===== src/design/icdf_ram.sv =====
`timescale 1ns / 1ps
`default_nettype none
// Generic single-write, single-read RAM with registered read data.
// No dependencies.

module icdf_ram #(
    parameter int WIDTH = 8,
    parameter int DEPTH = 16
) (
    input  wire logic                     clk,
    input  wire logic                     wr_en,
    input  wire logic [$clog2(DEPTH)-1:0] wr_addr,
    input  wire logic [WIDTH-1:0]         wr_data,
    input  wire logic                     rd_en,
    input  wire logic [$clog2(DEPTH)-1:0] rd_addr,
    output logic      [WIDTH-1:0]         rd_data
);

    logic [WIDTH-1:0] mem [DEPTH];

    // Write port
    always_ff @(posedge clk)
    begin
        if (wr_en)
        begin
            mem[wr_addr] <= wr_data;
        end
    end

    // Registered read port
    always_ff @(posedge clk)
    begin
        if (rd_en)
        begin
            rd_data <= mem[rd_addr];
        end
    end

endmodule

`default_nettype wire


===== config.mk =====
export PLATFORM = sky130hd
export DESIGN_NAME = icdf_ram
export DESIGN_NICKNAME = d
export VERILOG_FILES = /design/src/design/icdf_ram.sv
export SDC_FILE = /design/constraint.sdc
export NUM_CORES = 1
export LEC_CHECK = 0
export ABC_AREA = 1
export BUFFER_PORTS_ARGS = -buffer_cell sky130_fd_sc_hd__buf_2
export CAP_MARGIN = 20
export CORE_UTILIZATION = 40
export DETAILED_ROUTE_END_ITERATION = 10
export PLACE_DENSITY = 0.63
export SLEW_MARGIN = 20
export SYNTH_ARGS = -nofsm -noshare
export SYNTH_HDL_FRONTEND = slang
export SYNTH_SLANG_ARGS = --single-unit

===== constraint.sdc =====
create_clock -name clk -period 2.4 [get_ports clk]
set_input_delay 0.36 -clock clk [delete_from_list [all_inputs] [get_ports clk]]
set_output_delay 0.36 -clock clk [all_outputs]
set_load 0.05 [all_outputs]

==> flow_summary.ini <==
[place]
placed_cells = 740
dpl.hpwl_um = 8270
place.gp.congestion = 0.873
placement.io_buffers = 26

[cts]
path_clk_slew_ns = 0.05
post_cts.repair.setup_buffers = 0
ctsHoldBuffers = 0
clockBufferDepth = 2
htreeDepth = 4
ctsResizeCount = 0
tritoncts = done
cts.sinks = 136
clkLatencyLatePin_ns = 0.41
cts-root-buf = clkbuf_16
numCtsBuffers = 17

[route]
vias = 3790
initialDrtViolationCount = 361
drc = 0
drtAntennaViolNets = 0
wire_per_inst_um = 16.8
finalWirelength_um = 12900
drt-vias-per-instance = 4.92
first_pass_iters = 6

[synthesis]
seq_area_frac_synth = 0.698
synthCells = 551
ys_ff_latch = 136
syn_area_um2 = 5850
avgSynthCellArea_um2 = 10.6
yosysTopAreaCell = edfxtp_1
syn_nets = 570
yosys_warnings = 0
synth_top_area_frac = 0.698
synth_cell_type_count = 11
yosys-top-cells-area = edfxtp_1, nand2_1, nand3_1

[timing]
maxSlewViolCount = 0
fin_setup_tns_ns = 0
fin_crit_sh = 0.675
fmax_mhz = 617
rsz0062_at_grt = false
fin_skew_ns = 0.00388
slew_headroom = 0.392
finalSetupViolations = 0
hold_ws_ns = 0.308
post-route-min-period_ns = 1.62
worst_pin_slew_ns = 0.908
hold_viol = 0

[setup_path]
start_kind = primary input
cp-end-kind = flop
setup.worst_path.class = in -> reg
required_ns = 2.56
arrival_ns = 1.78
worstPathMaxFanout = 33

[power_and_ir_drop]
p_per_area_nw_per_um2 = 844
p_leak_nw = 2.86
ir_drop_mv = 0.559

[min_path]
hold_class = in -> reg

[final_layout]
fin_util = 0.476
multi_input_area_um2 = 1210
antenna_cells = 0
fin_nets = 598
stdcell_count = 771
area_delta_synth_final_pct = 14.6
drive_gt1_frac = 0.0998
n_fill_cell = 1278
final-seq-area_um2 = 4080

[global_route]
gr-total-overflow = 0
grt_max_degree = 65
grt_pass1_vias = 3793
antenna_found_initial = 0
grt_pass1_wl_um = 20600
grt_use_total = 0.191

[floorplan]
num_rows = 43
io_pins = 27
core_um2 = 14100
fp.dieArea_um2 = 15100
chipWidth_um = 123
fp.dieH_um = 123
start_util = 0.415

[status]
status = finished clean

[job]
max-cap-violations = 0
[per-stage QoR]
stage	cell area [um2]	power [W]	worst slack [ns]
final	6700	0.00565	0.779
after global routing	6700	0.00581	0.646
after CTS	6700	0.00569	0.789
after detailed placement	6110	0.00310	0.371
after global placement	6110	0.00309	0.364
after floorplan	5850	0.00297	1.09
[layer usage]
| metal | vias to the layer above | track usage | share of wire |
|---|---|---|---|
| li1 | 1835 | - | - |
| met4 | 0 | 0.0701 | 0.016 |
| met5 | - | 0 | 0 |
| met2 | 133 | 0.294 | 0.47 |
| met1 | 1802 | 0.267 | 0.46 |
| met3 | 20 | 0.0387 | 0.057 |
[placed cells by master (no fill, tap or decap)]
cell type	count
nand3_1	97
bufinv_16	4
clkinvlp_4	1
buf_4	5
buf_2	26
clkbuf_1	1
nor2_1	17
clkinv_2	2
clkbuf_16	17
edfxtp_1	136
inv_2	2
clkinv_1	6
nand3b_1	2
buf_12	2
nand2_1	173
inv_1	100
[cell usage after synthesis, drive strengths merged]
cell	number
nand2	173
nand3	97
edfxtp	136
nand3b	2
buf	24
nor2	17
inv	102
[final timing paths]
| kind | startpoint | endpoint | slack [ns] | cells past startpoint |
|---|---|---|---|---|
| max | rd_addr[1] | rd_data[4]$_DFFE_PP_ | 0.78 | 6 |
| min | rd_en | rd_data[6]$_DFFE_PP_ | 0.31 | 1 |
| max reg2reg | mem[11][5]$_DFFE_PP_ | rd_data[5]$_DFFE_PP_ | 1.26 | 6 |
| min reg2reg | mem[12][2]$_DFFE_PP_ | rd_data[2]$_DFFE_PP_ | 0.74 | 6 |
[logic make-up (layout without fill, tap and decap cells)]
logic type | after synthesis | in the layout | share of synthesized area
buffers and inverters | 126 | 166 | 0.0939
and+or+nand+nor | 289 | 289 | 0.208
DFF | 136 | 136 | 0.698
[state kept, by name (all words and copies together), names as in the netlist]
name,count
rd_data,8
mem,128
[area by class of cell]
class,count,area share
clock buffer,18,0.0640
timing repair buffer,33,0.0310
tap,180,0.0336
sequential,136,0.609
inverter,102,0.0571
multi-input combinational,289,0.181
clock inverter,13,0.0239
[worst max-delay path, cell delays in order]
cell and delay (ns):
buf_2 0.48, inv_2 0.42, nand3_1 0.20, nand3_1 0.10, nand3_1 0.13, nand2_1 0.07
[power breakdown]
group          internal [W]  switching [W]
logic             0.0000885       0.000263
registers           0.00268      0.0000157
clock network       0.00170       0.000906
Note: power is estimated with default switching activity, not from simulation.
